### src/lcdn_pkg.sv
// Shared types and constants for the 4-bit character LCD interface.
// Used by the front decoder, the request queue and the sequencer back end.
// No dependencies.
package lcdn_pkg;

    localparam int unsigned COUNTER_WIDTH_DEF = 8;
    localparam int unsigned CFG_WIDTH         = 8;
    localparam int unsigned CFG_IDX_WIDTH     = 2;
    localparam int unsigned Q_DEPTH           = 2;

    // Configuration register indexes
    localparam logic [CFG_IDX_WIDTH-1:0] CFG_ENABLE_TICKS   = 2'd0;
    localparam logic [CFG_IDX_WIDTH-1:0] CFG_BYTE_GAP_TICKS = 2'd1;
    localparam logic [CFG_IDX_WIDTH-1:0] CFG_POWER_UP_TICKS = 2'd2;

    localparam logic [7:0] ENABLE_TICKS_RST   = 8'd1;
    localparam logic [7:0] BYTE_GAP_TICKS_RST = 8'd2;
    localparam logic [7:0] POWER_UP_TICKS_RST = 8'd40;

    // Request function codes on the input stream
    localparam logic [2:0] FUNC_TICK   = 3'd0;
    localparam logic [2:0] FUNC_CMD    = 3'd1;
    localparam logic [2:0] FUNC_DATA   = 3'd2;
    localparam logic [2:0] FUNC_CURSOR = 3'd3;
    localparam logic [2:0] FUNC_INIT   = 3'd4;

    // Display constants
    localparam logic [7:0] ROW0_BASE     = 8'h80;
    localparam logic [7:0] ROW1_BASE     = 8'hC0;
    localparam logic [7:0] CMD_FUNC_SET  = 8'h28;
    localparam logic [7:0] CMD_DISP_ON   = 8'h0C;
    localparam logic [7:0] CMD_CLEAR     = 8'h01;
    localparam logic [7:0] CMD_ENTRY     = 8'h06;
    localparam logic [3:0] NIB_WAKE      = 4'h3;
    localparam logic [3:0] NIB_FOUR_BIT  = 4'h2;
    localparam logic [7:0] WAIT_SHORT    = 8'd5;
    localparam logic [7:0] WAIT_LONG     = 8'd150;
    localparam logic [7:0] WAIT_CLEAR    = 8'd2;

    typedef enum logic [1:0] {
        K_NOP,
        K_TICK,
        K_BYTE,
        K_INIT
    } t_kind;

    // Classified request as it travels through the queue
    typedef struct packed {
        t_kind      kind;
        logic       rs;
        logic [7:0] byte_value;
    } t_item;

    typedef struct packed {
        logic full;
        logic empty;
    } t_q_status;

endpackage

### src/lcdn_front.sv
// Front end of the LCD interface: decodes the request function and builds
// the byte to send (cursor address included). Depends on lcdn_pkg.
module lcdn_front
    import lcdn_pkg::*;
(
    input  logic [2:0] i_func,
    input  logic [7:0] i_byte_value,
    input  logic       i_row,
    input  logic [5:0] i_col,
    output t_item      o_item
);

    logic [7:0] w_cursor;

    assign w_cursor = (i_row ? ROW1_BASE : ROW0_BASE) + {2'b00, i_col};

    always_comb begin
        o_item.kind       = K_NOP;
        o_item.rs         = 1'b0;
        o_item.byte_value = i_byte_value;
        case (i_func)
            FUNC_TICK: begin
                o_item.kind = K_TICK;
            end
            FUNC_CMD: begin
                o_item.kind = K_BYTE;
            end
            FUNC_DATA: begin
                o_item.kind = K_BYTE;
                o_item.rs   = 1'b1;
            end
            FUNC_CURSOR: begin
                o_item.kind       = K_BYTE;
                o_item.byte_value = w_cursor;
            end
            FUNC_INIT: begin
                o_item.kind = K_INIT;
            end
            default: begin
                o_item.kind = K_NOP;
            end
        endcase
    end

endmodule

### src/lcdn_queue.sv
// Short request queue between the front decoder and the sequencer.
// Depth from lcdn_pkg::Q_DEPTH. Depends on lcdn_pkg.
module lcdn_queue
    import lcdn_pkg::*;
(
    input  logic      i_clk,
    input  logic      i_rst_n,
    input  logic      i_push,
    input  t_item     i_push_item,
    input  logic      i_pop,
    output t_item     o_pop_item,
    output t_q_status o_status
);

    localparam int unsigned PW = (Q_DEPTH > 1) ? $clog2(Q_DEPTH) : 1;
    localparam int unsigned CW = $clog2(Q_DEPTH + 1);

    t_item           r_mem [Q_DEPTH];
    logic [PW-1:0]   r_wr_ptr;
    logic [PW-1:0]   r_rd_ptr;
    logic [CW-1:0]   r_count;

    function automatic logic [PW-1:0] ptr_inc(input logic [PW-1:0] p);
        return (p == PW'(Q_DEPTH - 1)) ? '0 : p + 1'b1;
    endfunction

    assign o_status.full  = (r_count == CW'(Q_DEPTH));
    assign o_status.empty = (r_count == '0);
    assign o_pop_item     = r_mem[r_rd_ptr];

    always_ff @(posedge i_clk) begin
        if (i_push) begin
            r_mem[r_wr_ptr] <= i_push_item;
        end
    end

    always_ff @(posedge i_clk) begin
        if (!i_rst_n) begin
            r_wr_ptr <= '0;
            r_rd_ptr <= '0;
            r_count  <= '0;
        end else begin
            if (i_push) begin
                r_wr_ptr <= ptr_inc(r_wr_ptr);
            end
            if (i_pop) begin
                r_rd_ptr <= ptr_inc(r_rd_ptr);
            end
            case ({i_push, i_pop})
                2'b10:   r_count <= r_count + 1'b1;
                2'b01:   r_count <= r_count - 1'b1;
                default: r_count <= r_count;
            endcase
        end
    end

endmodule

### src/lcdn_back.sv
// Sequencer back end: runs byte, nibble and init timing from tick items and
// registers one pin/status result per item. Depends on lcdn_pkg.
module lcdn_back
    import lcdn_pkg::*;
#(
    parameter int unsigned COUNTER_WIDTH = COUNTER_WIDTH_DEF
) (
    input  logic                     i_clk,
    input  logic                     i_rst_n,
    input  logic                     i_cfg_we,
    input  logic [CFG_IDX_WIDTH-1:0] i_cfg_idx,
    input  logic [CFG_WIDTH-1:0]     i_cfg_data,
    input  t_q_status                i_q_status,
    input  t_item                    i_item,
    output logic                     o_pop,
    output logic                     o_tvalid,
    input  logic                     i_tready,
    output logic [7:0]               o_tdata
);

    typedef enum logic [2:0] {
        PH_IDLE,
        PH_BYTE_HI,
        PH_BYTE_LO,
        PH_GAP,
        PH_SOLO_HI,
        PH_SOLO_LO
    } t_phase;

    typedef enum logic [3:0] {
        INIT_OFF,
        INIT_POWER,
        INIT_NIB1,
        INIT_WAIT1,
        INIT_NIB2,
        INIT_WAIT2,
        INIT_NIB3,
        INIT_NIB4,
        INIT_FUNC,
        INIT_DISP,
        INIT_CLR,
        INIT_CLRW,
        INIT_MODE
    } t_init;

    logic [7:0]               r_enable_ticks;
    logic [7:0]               r_byte_gap_ticks;
    logic [7:0]               r_power_up_ticks;

    t_phase                   r_phase,   n_phase;
    t_init                    r_init,    n_init;
    logic [COUNTER_WIDTH-1:0] r_wait,    n_wait;
    logic [7:0]               r_pending, n_pending;
    logic                     r_half,    n_half;
    logic                     r_rs,      n_rs;
    logic                     r_en,      n_en;
    logic [3:0]               r_nib,     n_nib;
    logic                     n_rej;
    logic                     n_adv;

    logic                     r_out_valid;
    logic [7:0]               r_out;

    assign o_pop    = !i_q_status.empty && (!r_out_valid || i_tready);
    assign o_tvalid = r_out_valid;
    assign o_tdata  = r_out;

    // Configuration must only be written while idle; the block itself does not enforce this
    always_ff @(posedge i_clk) begin
        if (!i_rst_n) begin
            r_enable_ticks   <= ENABLE_TICKS_RST;
            r_byte_gap_ticks <= BYTE_GAP_TICKS_RST;
            r_power_up_ticks <= POWER_UP_TICKS_RST;
        end else if (i_cfg_we) begin
            case (i_cfg_idx)
                CFG_ENABLE_TICKS:   r_enable_ticks   <= i_cfg_data;
                CFG_BYTE_GAP_TICKS: r_byte_gap_ticks <= i_cfg_data;
                CFG_POWER_UP_TICKS: r_power_up_ticks <= i_cfg_data;
                default: ;
            endcase
        end
    end

    always_comb begin
        n_phase   = r_phase;
        n_init    = r_init;
        n_wait    = r_wait;
        n_pending = r_pending;
        n_half    = r_half;
        n_rs      = r_rs;
        n_en      = r_en;
        n_nib     = r_nib;
        n_rej     = 1'b0;
        n_adv     = 1'b0;

        case (i_item.kind)
            K_TICK: begin
                if (r_phase != PH_IDLE) begin
                    if (r_wait > COUNTER_WIDTH'(1)) begin
                        n_wait = r_wait - 1'b1;
                    end else begin
                        n_wait = '0;
                        case (r_phase)
                            PH_BYTE_HI: begin
                                n_en    = 1'b0;
                                n_wait  = COUNTER_WIDTH'(r_enable_ticks);
                                n_phase = PH_BYTE_LO;
                            end
                            PH_SOLO_HI: begin
                                n_en    = 1'b0;
                                n_wait  = COUNTER_WIDTH'(r_enable_ticks);
                                n_phase = PH_SOLO_LO;
                            end
                            PH_BYTE_LO: begin
                                if (!r_half) begin
                                    // advance to the low nibble
                                    n_half  = 1'b1;
                                    n_nib   = r_pending[3:0];
                                    n_en    = 1'b1;
                                    n_wait  = COUNTER_WIDTH'(r_enable_ticks);
                                    n_phase = PH_BYTE_HI;
                                end else begin
                                    n_wait  = COUNTER_WIDTH'(r_byte_gap_ticks);
                                    n_phase = PH_GAP;
                                end
                            end
                            PH_SOLO_LO, PH_GAP: begin
                                if (r_init != INIT_OFF) begin
                                    n_adv = 1'b1;
                                end else begin
                                    n_phase = PH_IDLE;
                                end
                            end
                            default: begin
                                n_phase = PH_IDLE;
                                n_init  = INIT_OFF;
                            end
                        endcase
                    end
                end
            end
            K_BYTE: begin
                if (r_phase != PH_IDLE) begin
                    n_rej = 1'b1;
                end else begin
                    n_pending = i_item.byte_value;
                    n_rs      = i_item.rs;
                    n_half    = 1'b0;
                    n_nib     = i_item.byte_value[7:4];
                    n_en      = 1'b1;
                    n_wait    = COUNTER_WIDTH'(r_enable_ticks);
                    n_phase   = PH_BYTE_HI;
                end
            end
            K_INIT: begin
                if (r_phase != PH_IDLE) begin
                    n_rej = 1'b1;
                end else begin
                    n_rs    = 1'b0;
                    n_en    = 1'b0;
                    n_init  = INIT_POWER;
                    n_wait  = COUNTER_WIDTH'(r_power_up_ticks);
                    n_phase = PH_GAP;
                end
            end
            default: ;
        endcase

        // Step the power-up sequence once the current step has finished
        if (n_adv) begin
            n_rs = 1'b0;
            case (r_init)
                INIT_POWER, INIT_WAIT1, INIT_WAIT2, INIT_NIB3: begin
                    n_nib   = (r_init == INIT_NIB3) ? NIB_FOUR_BIT : NIB_WAKE;
                    n_en    = 1'b1;
                    n_wait  = COUNTER_WIDTH'(r_enable_ticks);
                    n_phase = PH_SOLO_HI;
                    n_init  = t_init'(r_init + 1'b1);
                end
                INIT_NIB1, INIT_NIB2, INIT_CLR: begin
                    n_wait  = COUNTER_WIDTH'((r_init == INIT_NIB1) ? WAIT_SHORT :
                              (r_init == INIT_NIB2) ? WAIT_LONG : WAIT_CLEAR);
                    n_phase = PH_GAP;
                    n_init  = t_init'(r_init + 1'b1);
                end
                INIT_NIB4, INIT_FUNC, INIT_DISP, INIT_CLRW: begin
                    case (r_init)
                        INIT_NIB4: n_pending = CMD_FUNC_SET;
                        INIT_FUNC: n_pending = CMD_DISP_ON;
                        INIT_DISP: n_pending = CMD_CLEAR;
                        default:   n_pending = CMD_ENTRY;
                    endcase
                    n_half  = 1'b0;
                    n_nib   = n_pending[7:4];
                    n_en    = 1'b1;
                    n_wait  = COUNTER_WIDTH'(r_enable_ticks);
                    n_phase = PH_BYTE_HI;
                    n_init  = t_init'(r_init + 1'b1);
                end
                default: begin
                    n_init  = INIT_OFF;
                    n_phase = PH_IDLE;
                end
            endcase
        end
    end

    always_ff @(posedge i_clk) begin
        if (!i_rst_n) begin
            r_phase     <= PH_IDLE;
            r_init      <= INIT_OFF;
            r_wait      <= '0;
            r_pending   <= '0;
            r_half      <= 1'b0;
            r_rs        <= 1'b0;
            r_en        <= 1'b0;
            r_nib       <= '0;
            r_out_valid <= 1'b0;
            r_out       <= '0;
        end else if (o_pop) begin
            r_phase     <= n_phase;
            r_init      <= n_init;
            r_wait      <= n_wait;
            r_pending   <= n_pending;
            r_half      <= n_half;
            r_rs        <= n_rs;
            r_en        <= n_en;
            r_nib       <= n_nib;
            r_out_valid <= 1'b1;
            // {rejected, busy, nibble, enable, rs}
            r_out       <= {n_rej, (n_phase != PH_IDLE), n_nib, n_en, n_rs};
        end else if (i_tready) begin
            r_out_valid <= 1'b0;
        end
    end

    a_rej_busy: assert property (@(posedge i_clk) disable iff (!i_rst_n)
        (r_out_valid && r_out[7]) |-> r_out[6])
        else $error("rejected result without busy");

    a_idle_no_init: assert property (@(posedge i_clk) disable iff (!i_rst_n)
        (r_phase == PH_IDLE) |-> (r_init == INIT_OFF))
        else $error("idle with init sequence pending");

    a_en_high_phase: assert property (@(posedge i_clk) disable iff (!i_rst_n)
        r_en |-> (r_phase == PH_BYTE_HI || r_phase == PH_SOLO_HI))
        else $error("enable high outside a high phase");

    a_no_pop_empty: assert property (@(posedge i_clk) disable iff (!i_rst_n)
        i_q_status.empty |-> !o_pop)
        else $error("pop from empty queue");

endmodule

### src/char_lcd_nibble_interface_core.sv
// 4-bit character LCD interface: one result transaction per input transaction.
// The sequencer takes one item (tick or request) per cycle while the result output is
// not stalled; a result passes through a two-entry request queue and the sequencer's
// output register, where output back-pressure can hold it.
// Depends on lcdn_pkg, lcdn_front, lcdn_queue and lcdn_back.
module char_lcd_nibble_interface_core
    import lcdn_pkg::*;
#(
    parameter int unsigned COUNTER_WIDTH = COUNTER_WIDTH_DEF
) (
    input  logic                     i_clk,
    input  logic                     i_rst_n,
    input  logic                     i_cfg_we,
    input  logic [CFG_IDX_WIDTH-1:0] i_cfg_idx,
    input  logic [CFG_WIDTH-1:0]     i_cfg_data,
    input  logic                     s_axis_tvalid,
    output logic                     s_axis_tready,
    // [7:0] byte_value, [8] row, [14:9] col, [15] zero
    input  logic [15:0]              s_axis_tdata,
    // [2:0] func
    input  logic [2:0]               s_axis_tuser,
    output logic                     m_axis_tvalid,
    input  logic                     m_axis_tready,
    // [0] reg_select, [1] enable_pin, [5:2] data_nibble, [6] busy_res, [7] rejected
    output logic [7:0]               m_axis_tdata
);

    t_item     w_in_item;
    t_item     w_q_item;
    t_q_status w_q_status;
    logic      w_push;
    logic      w_pop;

    assign s_axis_tready = !w_q_status.full;
    assign w_push        = s_axis_tvalid && s_axis_tready;

    lcdn_front u_front (
        .i_func       (s_axis_tuser),
        .i_byte_value (s_axis_tdata[7:0]),
        .i_row        (s_axis_tdata[8]),
        .i_col        (s_axis_tdata[14:9]),
        .o_item       (w_in_item)
    );

    lcdn_queue u_queue (
        .i_clk       (i_clk),
        .i_rst_n     (i_rst_n),
        .i_push      (w_push),
        .i_push_item (w_in_item),
        .i_pop       (w_pop),
        .o_pop_item  (w_q_item),
        .o_status    (w_q_status)
    );

    lcdn_back #(
        .COUNTER_WIDTH (COUNTER_WIDTH)
    ) u_back (
        .i_clk      (i_clk),
        .i_rst_n    (i_rst_n),
        .i_cfg_we   (i_cfg_we),
        .i_cfg_idx  (i_cfg_idx),
        .i_cfg_data (i_cfg_data),
        .i_q_status (w_q_status),
        .i_item     (w_q_item),
        .o_pop      (w_pop),
        .o_tvalid   (m_axis_tvalid),
        .i_tready   (m_axis_tready),
        .o_tdata    (m_axis_tdata)
    );

endmodule

### config.mk
export PLATFORM = sky130hd
export DESIGN_NAME = char_lcd_nibble_interface_core
export DESIGN_NICKNAME = d
export VERILOG_FILES = /design/src/lcdn_pkg.sv /design/src/lcdn_front.sv /design/src/lcdn_queue.sv /design/src/lcdn_back.sv /design/src/char_lcd_nibble_interface_core.sv
export SDC_FILE = /design/constraint.sdc
export NUM_CORES = 1
export LEC_CHECK = 0
export ABC_AREA = 1
export BUFFER_PORTS_ARGS = -buffer_cell sky130_fd_sc_hd__buf_2
export CAP_MARGIN = 20
export CORE_ASPECT_RATIO = 2
export CORE_UTILIZATION = 34
export DETAILED_ROUTE_END_ITERATION = 10
export PLACE_DENSITY = 0.57
export SLEW_MARGIN = 20
export SYNTH_ARGS = -nofsm -noshare
export SYNTH_HDL_FRONTEND = slang
export SYNTH_HIERARCHICAL = 1
export SYNTH_SLANG_ARGS = --single-unit
export TNS_END_PERCENT = 1
### constraint.sdc
create_clock -name i_clk -period 5.9 [get_ports i_clk]
set_input_delay 0.885 -clock i_clk [delete_from_list [all_inputs] [get_ports i_clk]]
set_output_delay 0.885 -clock i_clk [all_outputs]
set_load 0.01 [all_outputs]
# Yosys cells after proc, flatten, opt, wreduce, memory -nomap -nowiden

Memories as Yosys holds them, arrays and structs flattened. A register that Yosys moved wholly into a read port is not among the register bits.
Cells that the tools add are included.

Add/subtract/negate cells: 7
Multipliers: 0
Divide/modulo/power cells: 0
Magnitude comparators: 1
Equal/unequal tests: 32
Shift-type cells: 0
Mux-type cells: 82
Bitwise gates (word level): 0
Reductions and logical operators: 29

Operators by type and width:

| kind                                                          | count |
|---|---|
| 2-to-1 mux 8 bit                                              | 13 |
| 2-to-1 mux 4 bit                                              | 12 |
| 2-to-1 mux 1 bit                                              | 33 |
| case mux 8 bit (2 select lines)                               | 2 |
| case mux 4 bit (2 select lines)                               | 3 |
| case mux 8 bit (3 select lines)                               | 1 |
| 2-to-1 mux 3 bit                                              | 6 |
| case mux 3 bit (3 select lines)                               | 2 |
| case mux 6 bit (3 select lines)                               | 1 |
| == test 4 x 3 -> 1 bit, second input constant                 | 4 |
| == test 4 bit, second input constant                          | 4 |
| == test 3 x 2 -> 1 bit, second input constant                 | 4 |
| case mux 3 bit (4 select lines)                               | 1 |
| OR reduction 11 bit                                           | 1 |
| == test 2 bit, second input constant                          | 5 |
| == test 3 bit, second input constant                          | 3 |
| != test 3 x 2 -> 1 bit, second input constant                 | 3 |
| nonzero test 3 bit                                            | 3 |
| adder 8 x 6 -> 8 bit                                          | 1 |
| == test 4 x 2 -> 1 bit, second input constant                 | 2 |
| greater-than comparator 8 x 1 -> 1 bit, second input constant | 1 |
| OR reduction 4 bit                                            | 2 |
| OR reduction 8 bit                                            | 1 |
| subtractor 8 x 1 -> 8 bit, second input constant              | 1 |
| 26 further kinds                                              | 42 |

Register bits after elaboration: 67
Latch bits: 0
Memory bits (writable): 22
Memory bits (read-only): 0
Output and inout bits: 10
Logic and storage cells: 168
Memories: 1

Memories:

| memory        | words | bits a word | rd ports | clocked after memory_dff | write ports | RTL line         | source |
|---|---|---|---|---|---|---|---|
| u_queue.r_mem | 2     | 11          | 1        | 1                        | 1           | lcdn_queue.sv:18 | `t_item r_mem [Q_DEPTH];` |

# Depth between registers and ports, before layout

Gate-level depths: netlist (run 1).

Word-level depth: 8
Depth in mapped cells: 15
Depth with buffers taken out: 14

# By module

Netlist (run 1), hierarchy kept.

By module, submodules not included:

| module                         | times used | cells each | area each (µm²) |
|---|---|---|---|
| lcdn_back                      | 1          | 599        | 3657.3 |
| lcdn_queue                     | 1          | 69         | 1059.8 |
| lcdn_front                     | 1          | 33         | 181.4 |
| char_lcd_nibble_interface_core | 1          | 3          | 13.8 |

# Worst setup path before layout (run 1)

OpenSTA, ideal clock, no wires.

Path kind: register -> register
Start point: register (tool-made name)
End point: register u_back.r_out[6] (netlist: u_back/o_tdata[6])
Arrival: 2.100 ns
Data required time: 5.783 ns
Setup slack: 3.683 ns
Stages on the path, launching flop included: 15
Buffers on the path: 2
Clock period less this slack: 2.217 ns
Cell sequence: dfxtp_1 -> buf_6 -> mux2_4 -> inv_1 -> ha_1 -> inv_2 -> nor2_8 -> nand2_2 -> nor2_4 -> buf_6 -> nor2_1 -> a22oi_1 -> nand2_1 -> nor2_1 -> nor2_1

RTL lines:

| item                   | RTL line         | source |
|---|---|---|
| end signal: assignment | lcdn_back.sv:231 | `r_out <= {n_rej, (n_phase != PH_IDLE), n_nib, n_en, n_rs};` |
| end: declaration       | lcdn_back.sv:62  | `logic [7:0] r_out;` |

==> flow_metrics.tcl, run 1 <==
set metrics [dict create \
    status "complete, no violations" \
    postCtsHoldBufs 0 \
    rsz0062_at_grt "false" \
    insertion_delay_ns 0.35 \
    start_util 0.352 \
    hold_viol_final 0 \
    crit_chain "mux2_4 -> inv_1 -> ha_1 -> buf_4 -> inv_2 -> nor2_8 -> nand2_2 -> nor2_4 -> nand2_1 -> nand2_2 -> nand2_1 -> o21ai_1 -> nand2_1 -> a21oi_1" \
    dp_hpwl_mm 11.2 \
    cts_inserted_buffers 9 \
    r2r_slack_ns 2.50 \
    portBuffers 42 \
    initialDrtViolationCount 337 \
    critical_path_arrival_ns 3.66 \
    powerDensity_mw_per_mm2 513 \
    synthAdderAreaFrac 0.0280 \
    die_h_um 172 \
    setup_tns_ns 0 \
    syn_area_mm2 0.00491 \
    die_w_um 87.0 \
    place_ws_ns 2.29 \
    nets 779 \
    antenna_cells 0 \
    final_cells 928 \
    overflow 0 \
    setup_violations 0 \
    vias 4887 \
    grt_max_degree 35 \
    syn_nets 749 \
    synth_top_area_cell "dfxtp_1" \
    antenna_found_initial 0 \
    required_ns 6.16 \
    areaGrowthSynthToFinish_pct 13.2 \
    post_cts_buffers 0 \
    cpMostUsedCell "nand2_1" \
    drt_wl_total_mm 15.0 \
    synth_top_family_by_area "simple AND/OR/NAND/NOR gates" \
    io_pins 44 \
    dp.cells 912 \
    synth.most_common_cell "nand2_1" \
    track_usage 0.213 \
    synthSimpleGateAreaFrac 0.283 \
    hp-start "u_back/r_byte_gap_ticks[2]" \
    max_freq_mhz 294 \
    syn_avg_cell_area_um2 6.98 \
    synthTopCellsByArea "dfxtp_1 (24%), nand2_1 (15%), edfxtp_1 (13%)" \
    r2r_cells 14 \
    syn_inst 704 \
    drc 0 \
    cts_resized 0 \
    path_class "flip-flop to flip-flop" \
    cp_max_fo 16 \
    dr.pass1.iters 5 \
    clock-root-buffer "clkbuf_16" \
    holdPathStages 2 \
    die-area_mm2 0.0150 \
    drtAntennaViolNets 0 \
    cts_tree "built" \
    synth_edf_count 22 \
    muxShareOfSynthArea 0.0329 \
    ys.flop_type "dfxtp_1" \
    slowest_delay_ns 0.73 \
    clk_pin_slew_ns 0.06 \
    final.setup.worst_slack_ns 2.50 \
    r2r-end "u_back/r_init[0]" \
    synth_top_area_share 0.236 \
    start_kind "flip-flop" \
    synthArstFlopShare 0 \
    max-cap-violations 0 \
    rows 61 \
    p_leak_uw 0.00242 \
    grt_pass1_vias 4793 \
    crit_buf_inv 3 \
    min_period_ns 3.40 \
    synth_common_cells "nand2_1 (193), a21oi_1 (71), inv_1 (68), nor2_1 (64), dfxtp_1 (58)" \
    worstMarginPinSlew_ns 1.00 \
    yosysSeqAreaShare 0.371 \
    hold_class "flip-flop to flip-flop" \
    critPathSlowestCell "dfxtp_1" \
    maxSlewViolCount 0 \
    synth_xor_area_frac 0 \
    cts_num_sinks 80 \
    end_kind "flip-flop" \
    ys_types 42 \
    grt_pass1_wl_mm 23.8 \
    hold-worst-slack_ns 0.460 \
    ctsLongestPathBuffers 2 \
    holdPathEnd "u_back/r_byte_gap_ticks[2]" \
    synth_compound_area_frac 0.194 \
    maxSlewHeadroom 0.328 \
    coreArea_mm2 0.0140 \
    gp_congestion 0.922 \
    ys_ff_latch 80 \
    synth_warnings 6 \
    cpLargestDelayFamily "simple AND/OR/NAND/NOR gates" \
    drive_gt1_frac 0.134 \
    clock_skew_ns 0.0104 \
    ir_drop_uv 146 \
    routed_via_density 5.27 \
    period_share 0.576 \
    htreeDepth 3 \
    wire_per_inst_um 16.2 \
]
layer usage:
metal / track usage / vias to the layer above / wire length (µm)
li1: - / 2401 / -
met2: 0.404 / 186 / 8040
met3: 0.0353 / 64 / 569
met5: 0 / - / 0
met1: 0.197 / 2236 / 5380
met4: 0.159 / 0 / 1010
cell usage in the layout, fill, tap and decap left out, types with 5 or more instances in the layout:
cell / count
nand4_1: 10
nand2_1: 193
nand3_1: 34
o211ai_1: 6
o21ai_1: 16
edfxtp_1: 22
dfxtp_1: 58
nor2_1: 63
a31oi_1: 5
o22ai_1: 8
buf_2: 42
inv_1: 68
ha_1: 11
a21oi_1: 70
clkbuf_16: 9
nor2_2: 6
o21ai_0: 53
inv_2: 8
mux2_4: 10
final cells by class:
type | count | area, µm²
timing repair buffer | 45 | 233
multi-input combinational | 519 | 2650
fill | 1494 | 8410
sequential | 80 | 1820
clock inverter | 5 | 80.1
clock buffer | 11 | 243
inverter | 79 | 299
tap | 189 | 236
kinds of logic after synthesis:
group,after synthesis
buf+inv,105
flops,80
simple gates,324
fa+ha+maj,11
compound gates,173
mux,11
through the flow:
stage / utilization / area, µm² / total power, µW
CTS: 0.398 / 5560 / 2850
floorplan: - / 4910 / 1830
global placement: 0.375 / 5230 / 2210
detailed placement: 0.375 / 5230 / 2230
global route: 0.398 / 5560 / 3060
finish: 0.398 / 5560 / 2850
power by group:
group	total, µW	switching, µW	internal (µW)
combinational	1470	1010	458
sequential	776	108	668
clock	605	224	381
state kept, by name (all words and copies together), names as in the netlist, named ones only:
register / cells
u_back/o_tvalid: 1
u_back/o_tdata: 5
u_back/r_wait: 8
u_back/r_pending: 4
u_back/r_phase: 3
u_queue/r_count: 2
u_back/r_power_up_ticks: 8
u_queue/r_mem: 22
u_back/r_enable_ticks: 8
u_back/r_init: 4
u_back/r_byte_gap_ticks: 8
u_back/r_nib: 3
u_queue/r_wr_ptr: 1
u_back/r_half: 1
u_queue/r_rd_ptr: 1
how the worst max path moves through the flow:
| stage | cells after the start | startpoint | slack [ns] | end |
|---|---|---|---|---|
| final | 14 | flip-flop | 2.50 | u_back/r_init[0] |
| after floorplan | 14 | flip-flop | 3.68 | u_back/o_tdata[6] |
| after global placement | 13 | flip-flop | 2.31 | u_back/r_wait[0] |
| after detailed placement | 13 | flip-flop | 2.29 | u_back/r_wait[0] |
| after global routing | 14 | flip-flop | 2.30 | u_back/r_wait[0] |
| after CTS | 13 | flip-flop | 2.26 | u_back/r_wait[0] |
tightest hold or removal path, stage by stage (launching register included):
cell	delay, ns
dfxtp_1	0.30
inv_1	0.06
a21oi_1	0.05
Power figures use the tool's default switching activity.
==> run 2, diff against run 1 <==
PLACE_DENSITY = 0.59   (was 0.57)
clock period = 2.73 ns   (was 5.9 ns; I/O delays follow)
==> run 2 against run 1 <==
Compared with the run above: sequential cell count stayed put; setup slack worse by 2.1 ns; clock power is 92% higher; via count is 2.7% lower; register-to-register slack worse by 2.1 ns; cell area is 1.2% higher; largest power group unchanged; highest routed layer unchanged.
==> flow_metrics.tcl, run 2 (same netlist as run 1, synthesis figures left out) <==
set metrics [dict create \
    drtAntennaViolNets 0 \
    antenna_found_initial 0 \
    max_freq_mhz 421 \
    worstMarginPinSlew_ns 0.580 \
    rsz0062_at_grt "false" \
    r2r_slack_ns 0.36 \
    clk_pin_slew_ns 0.07 \
    cts_tree "built" \
    rows 61 \
    r2r-end "u_back/r_init[0]" \
    antenna_cells 0 \
    die_h_um 172 \
    grt_max_degree 25 \
    required_ns 3.01 \
    drt_wl_total_mm 13.8 \
    vias 4755 \
    seqCellArea_mm2 0.00182 \
    start_kind "flip-flop" \
    hold_viol_final 0 \
    r2r_cells 12 \
    start_util 0.352 \
    clock_skew_ns 0.00856 \
    maxSlewViolCount 0 \
    ctsLongestPathBuffers 2 \
    holdPathEnd "u_back/r_power_up_ticks[3]" \
    cts_inserted_buffers 9 \
    mostFrequentLayoutCell "nand2_1" \
    htreeDepth 3 \
    initialDrtViolationCount 366 \
    die_w_um 87.0 \
    hold-worst-slack_ns 0.305 \
    insertion_delay_ns 0.34 \
    clkPwrFrac 0.191 \
    postCtsHoldBufs 0 \
    dp.cells 927 \
    io_pins 44 \
    drive_gt1_frac 0.150 \
    grt_pass1_vias 4470 \
    regMostFlops "u_queue/r_mem" \
    r2r_start "u_back/r_wait[1]" \
    nets 794 \
    power_frac_seq 0.272 \
    p_switching_uw 2900 \
    multiInputGateArea_mm2 0.00264 \
    maxSlewHeadroom 0.609 \
    track_usage 0.195 \
    final_cell_mix "nand2_1 (193), a21oi_1 (70), inv_1 (68)" \
    internal-power_uw 3170 \
    holdPathStages 3 \
    areaGrowthSynthToFinish_pct 14.5 \
    wire_per_inst_um 14.7 \
    setup_tns_ns 0 \
    clock-root-buffer "clkbuf_16" \
    setup_violations 0 \
    min_period_ns 2.37 \
    grt_pass1_wl_mm 22.2 \
    cts_num_sinks 80 \
    hp-start "i_cfg_data[3]" \
    coreArea_mm2 0.0140 \
    overflow 0 \
    hold_class "primary input to flip-flop" \
    switching_share 0.477 \
    period_share 0.869 \
    max-cap-violations 0 \
    n_fill_cell 1474 \
    routed_via_density 5.04 \
    die-area_mm2 0.0150 \
    p_leak_uw 0.00248 \
    drc 0 \
    status "complete, no violations" \
    largest_reg_flops 22 \
    portBuffers 42 \
    path_class "flip-flop to flip-flop" \
    critical_path_arrival_ns 2.65 \
    combPwrFrac 0.538 \
    cts_resized 0 \
    cp_max_fo 13 \
    dr.pass1.iters 5 \
    final_cells 943 \
    gp_congestion 0.893 \
    end_kind "flip-flop" \
    ir_drop_uv 785 \
    powerDensity_mw_per_mm2 1080 \
    dp_hpwl_mm 10.4 \
    post_cts_buffers 0 \
]
-- run 2: power by group through the flow --
stage / combinational (µW) / clock (µW) / sequential [µW]
finish: 3260 / 1160 / 1650
global route: 3620 / 1230 / 1680
CTS: 3230 / 1180 / 1640
detailed placement: 3220 / 0 / 1670
global placement: 3230 / 0 / 1670
floorplan: 2330 / 0 / 1620
-- run 2: layout make-up --
type	instances	area share
flip-flops and latches	80	0.324
repair buffers	60	0.0614
clock inverters	7	0.00934
multi-input cells	519	0.470
inverters	79	0.0532
clock buffers	9	0.0400
well taps	189	0.0420
-- run 2: worst max-delay path, stage by stage (launching register included) --
cell	delay, ns
dfxtp_1	0.33
inv_1	0.16
ha_1	0.29
o21ai_1	0.10
nor2_2	0.31
nand2_2	0.14
nor2_4	0.20
nand2_1	0.14
nand2_2	0.30
nand2_1	0.08
o21ai_1	0.08
nand2_1	0.06
a21oi_1	0.12
-- run 2: layer usage --
metal,global-route usage,up-vias,share of wire
met5,0,-,0
met4,0.117,0,0.048
met3,0.0286,34,0.029
met2,0.357,137,0.53
met1,0.205,2142,0.39
li1,-,2442,-
-- run 2: per-stage QoR --
step                power [µW]  worst slack [ns]  instance area [µm²]  utilization
finish                    6070             0.357                 5620        0.403
global route              6530             0.140                 5620        0.403
CTS                       6060             0.359                 5620        0.403
detailed placement        4890             0.360                 5350        0.383
global placement          4890             0.382                 5350        0.383
floorplan                 3950             0.513                 4910            -
-- run 2: how the worst max path moves through the flow --
| stage | endpoint | startpoint |
|---|---|---|
| final | u_back/r_init[0] | u_back/r_wait[1] |
| after global routing | u_back/r_init[0] | u_back/r_wait[1] |
| after CTS | u_back/r_init[0] | u_back/r_wait[1] |
| after detailed placement | u_back/r_init[0] | u_back/r_wait[1] |
| after global placement | u_back/r_init[1] | u_back/r_wait[1] |
| after floorplan | u_back/o_tdata[6] | flip-flop |
==> run 3, diff against run 2 <==
GPL_ROUTABILITY_DRIVEN = 0   (was default)
SETUP_SLACK_MARGIN = 0.4   (was default)
==> run 3 against run 2 <==
Compared with the run above: worst hold slack about the same; critical endpoint is now u_back/r_init[3]; critical path type unchanged; first-iteration DRC count down 16%; core utilization grew 0.42 points; highest routed layer unchanged.
==> flow_metrics.tcl, run 3 (same netlist as run 1, synthesis figures left out) <==
set metrics [dict create \
    status "complete, no violations" \
    holdPathStages 3 \
    drtAntennaViolNets 0 \
    p_leak_uw 0.00250 \
    r2r_slack_ns 0.54 \
    hp-start "i_cfg_data[3]" \
    clock-root-buffer "clkbuf_16" \
    coreArea_mm2 0.0140 \
    routed_via_density 5.06 \
    clock_skew_ns 0.00813 \
    dp_hpwl_mm 10.6 \
    die_h_um 172 \
    areaGrowthSynthToFinish_pct 15.7 \
    maxSlewViolCount 0 \
    start_kind "flip-flop" \
    max-cap-violations 0 \
    total_power_uw 6140 \
    grt_pass1_vias 4517 \
    hold_viol_final 0 \
    final_cell_mix "nand2_1 (193), a21oi_1 (69), inv_1 (68)" \
    ir_drop_uv 584 \
    io_pins 44 \
    drc 0 \
    final.setup.worst_slack_ns 0.543 \
    regMostFlops "u_queue/r_mem" \
    wire_per_inst_um 14.9 \
    min_period_ns 2.19 \
    rsz0062_at_grt "true" \
    end_kind "flip-flop" \
    required_ns 2.97 \
    n_fill_cell 1486 \
    dr.pass1.iters 5 \
    critical_path_arrival_ns 2.43 \
    path_class "flip-flop to flip-flop" \
    powerDensity_mw_per_mm2 1080 \
    setup_violations 0 \
    initialDrtViolationCount 306 \
    r2r-end "u_back/r_init[3]" \
    cts_num_sinks 80 \
    met2_length_mm 7.50 \
    rows 61 \
    overflow 0 \
    drive_gt1_frac 0.160 \
    nets 796 \
    antenna_found_initial 0 \
    portBuffers 42 \
    vias 4780 \
    die-area_mm2 0.0150 \
    drt_wl_total_mm 14.0 \
    maxSlewHeadroom 0.609 \
    cts_inserted_buffers 9 \
    cp_max_fo 5 \
    antenna_cells 0 \
    ctsLongestPathBuffers 2 \
    period_share 0.801 \
    grt_pass1_wl_mm 22.4 \
    top_layer "met4" \
    setup_tns_ns 0 \
    wl_met1_mm 5.50 \
    wl_met3_um 379 \
    insertion_delay_ns 0.35 \
    track_usage 0.196 \
    cts_tree "built" \
    largest_reg_flops 22 \
    grt_max_degree 34 \
    r2r_cells 13 \
    worstMarginPinSlew_ns 0.581 \
    holdPathEnd "u_back/r_power_up_ticks[3]" \
    postCtsHoldBufs 0 \
    htreeDepth 3 \
    die_w_um 87.0 \
    place_ws_ns 0.449 \
    clk_pin_slew_ns 0.07 \
    hold_class "primary input to flip-flop" \
    max_freq_mhz 457 \
    mostFrequentLayoutCell "nand2_1" \
    start_util 0.352 \
]
## run 3: cell count changes in the layout (fill, tap and decap cells not counted), sizes merged
cell    before  now
clkbuf       9   10
clkinv       5    4
buf         60   62
## run 3: how the worst max path moves through the flow
stage | endpoint | from | slack (ns) | cells past startpoint
final | u_back/r_init[3] | flip-flop | 0.54 | 13
after global routing | u_back/r_pending[2] | flip-flop | 0.36 | 12
after CTS | u_back/r_init[0] | flip-flop | 0.42 | 13
after detailed placement | u_back/r_init[0] | flip-flop | 0.45 | 13
after global placement | u_back/r_init[0] | flip-flop | 0.48 | 13
after floorplan | u_back/o_tdata[6] | flip-flop | 0.51 | 14
## run 3: final cells by class
| type | instances | area [µm²] | area share |
|---|---|---|---|
| Clock buffer | 10 | 250 | 0.0440 |
| Clock inverter | 6 | 56.3 | 0.00991 |
| Inverter | 79 | 299 | 0.0526 |
| Multi-Input combinational cell | 519 | 2660 | 0.468 |
| Sequential cell | 80 | 1820 | 0.321 |
| Tap cell | 189 | 236 | 0.0416 |
| Timing Repair Buffer | 62 | 360 | 0.0634 |
## run 3: metrics by stage
step | cells | cell area [µm²] | hold WS, ns | util
after floorplan | 704 | 4910 | 0.430 | -
after global placement | 928 | 5350 | 0.454 | 0.383
after detailed placement | 928 | 5350 | 0.459 | 0.383
after CTS | 944 | 5660 | 0.290 | 0.405
after global routing | 945 | 5680 | 0.295 | 0.407
final | 945 | 5680 | 0.305 | 0.407
## run 3: routing by layer
| metal | vias up | GRT usage |
|---|---|---|
| met5 | - | 0 |
| li1 | 2445 | - |
| met4 | 0 | 0.125 |
| met2 | 115 | 0.364 |
| met3 | 34 | 0.0267 |
| met1 | 2186 | 0.200 |
## run 3: critical path, cell delays in order (launching register included)
cell     delay, ns
dfxtp_2       0.37
mux2_4        0.32
inv_1         0.08
ha_1          0.18
inv_2         0.07
nor2_8        0.16
nand2_2       0.10
nor2_4        0.13
buf_4         0.16
inv_2         0.05
nand2_4       0.07
nand3_2       0.11
o21ai_1       0.20
nor2_1        0.07
## run 3: timing repair
action                     CTS  global route
setup buffers                0             1
setup endpoints to repair    0            23
resized for setup            0             5
## run 3: power by group
part / total, µW / switching (µW) / internal [µW]
combinational: 3250 / 2130 / 1120
sequential: 1650 / 205 / 1440
clock: 1240 / 549 / 691
total: 6140 / 2890 / 3250
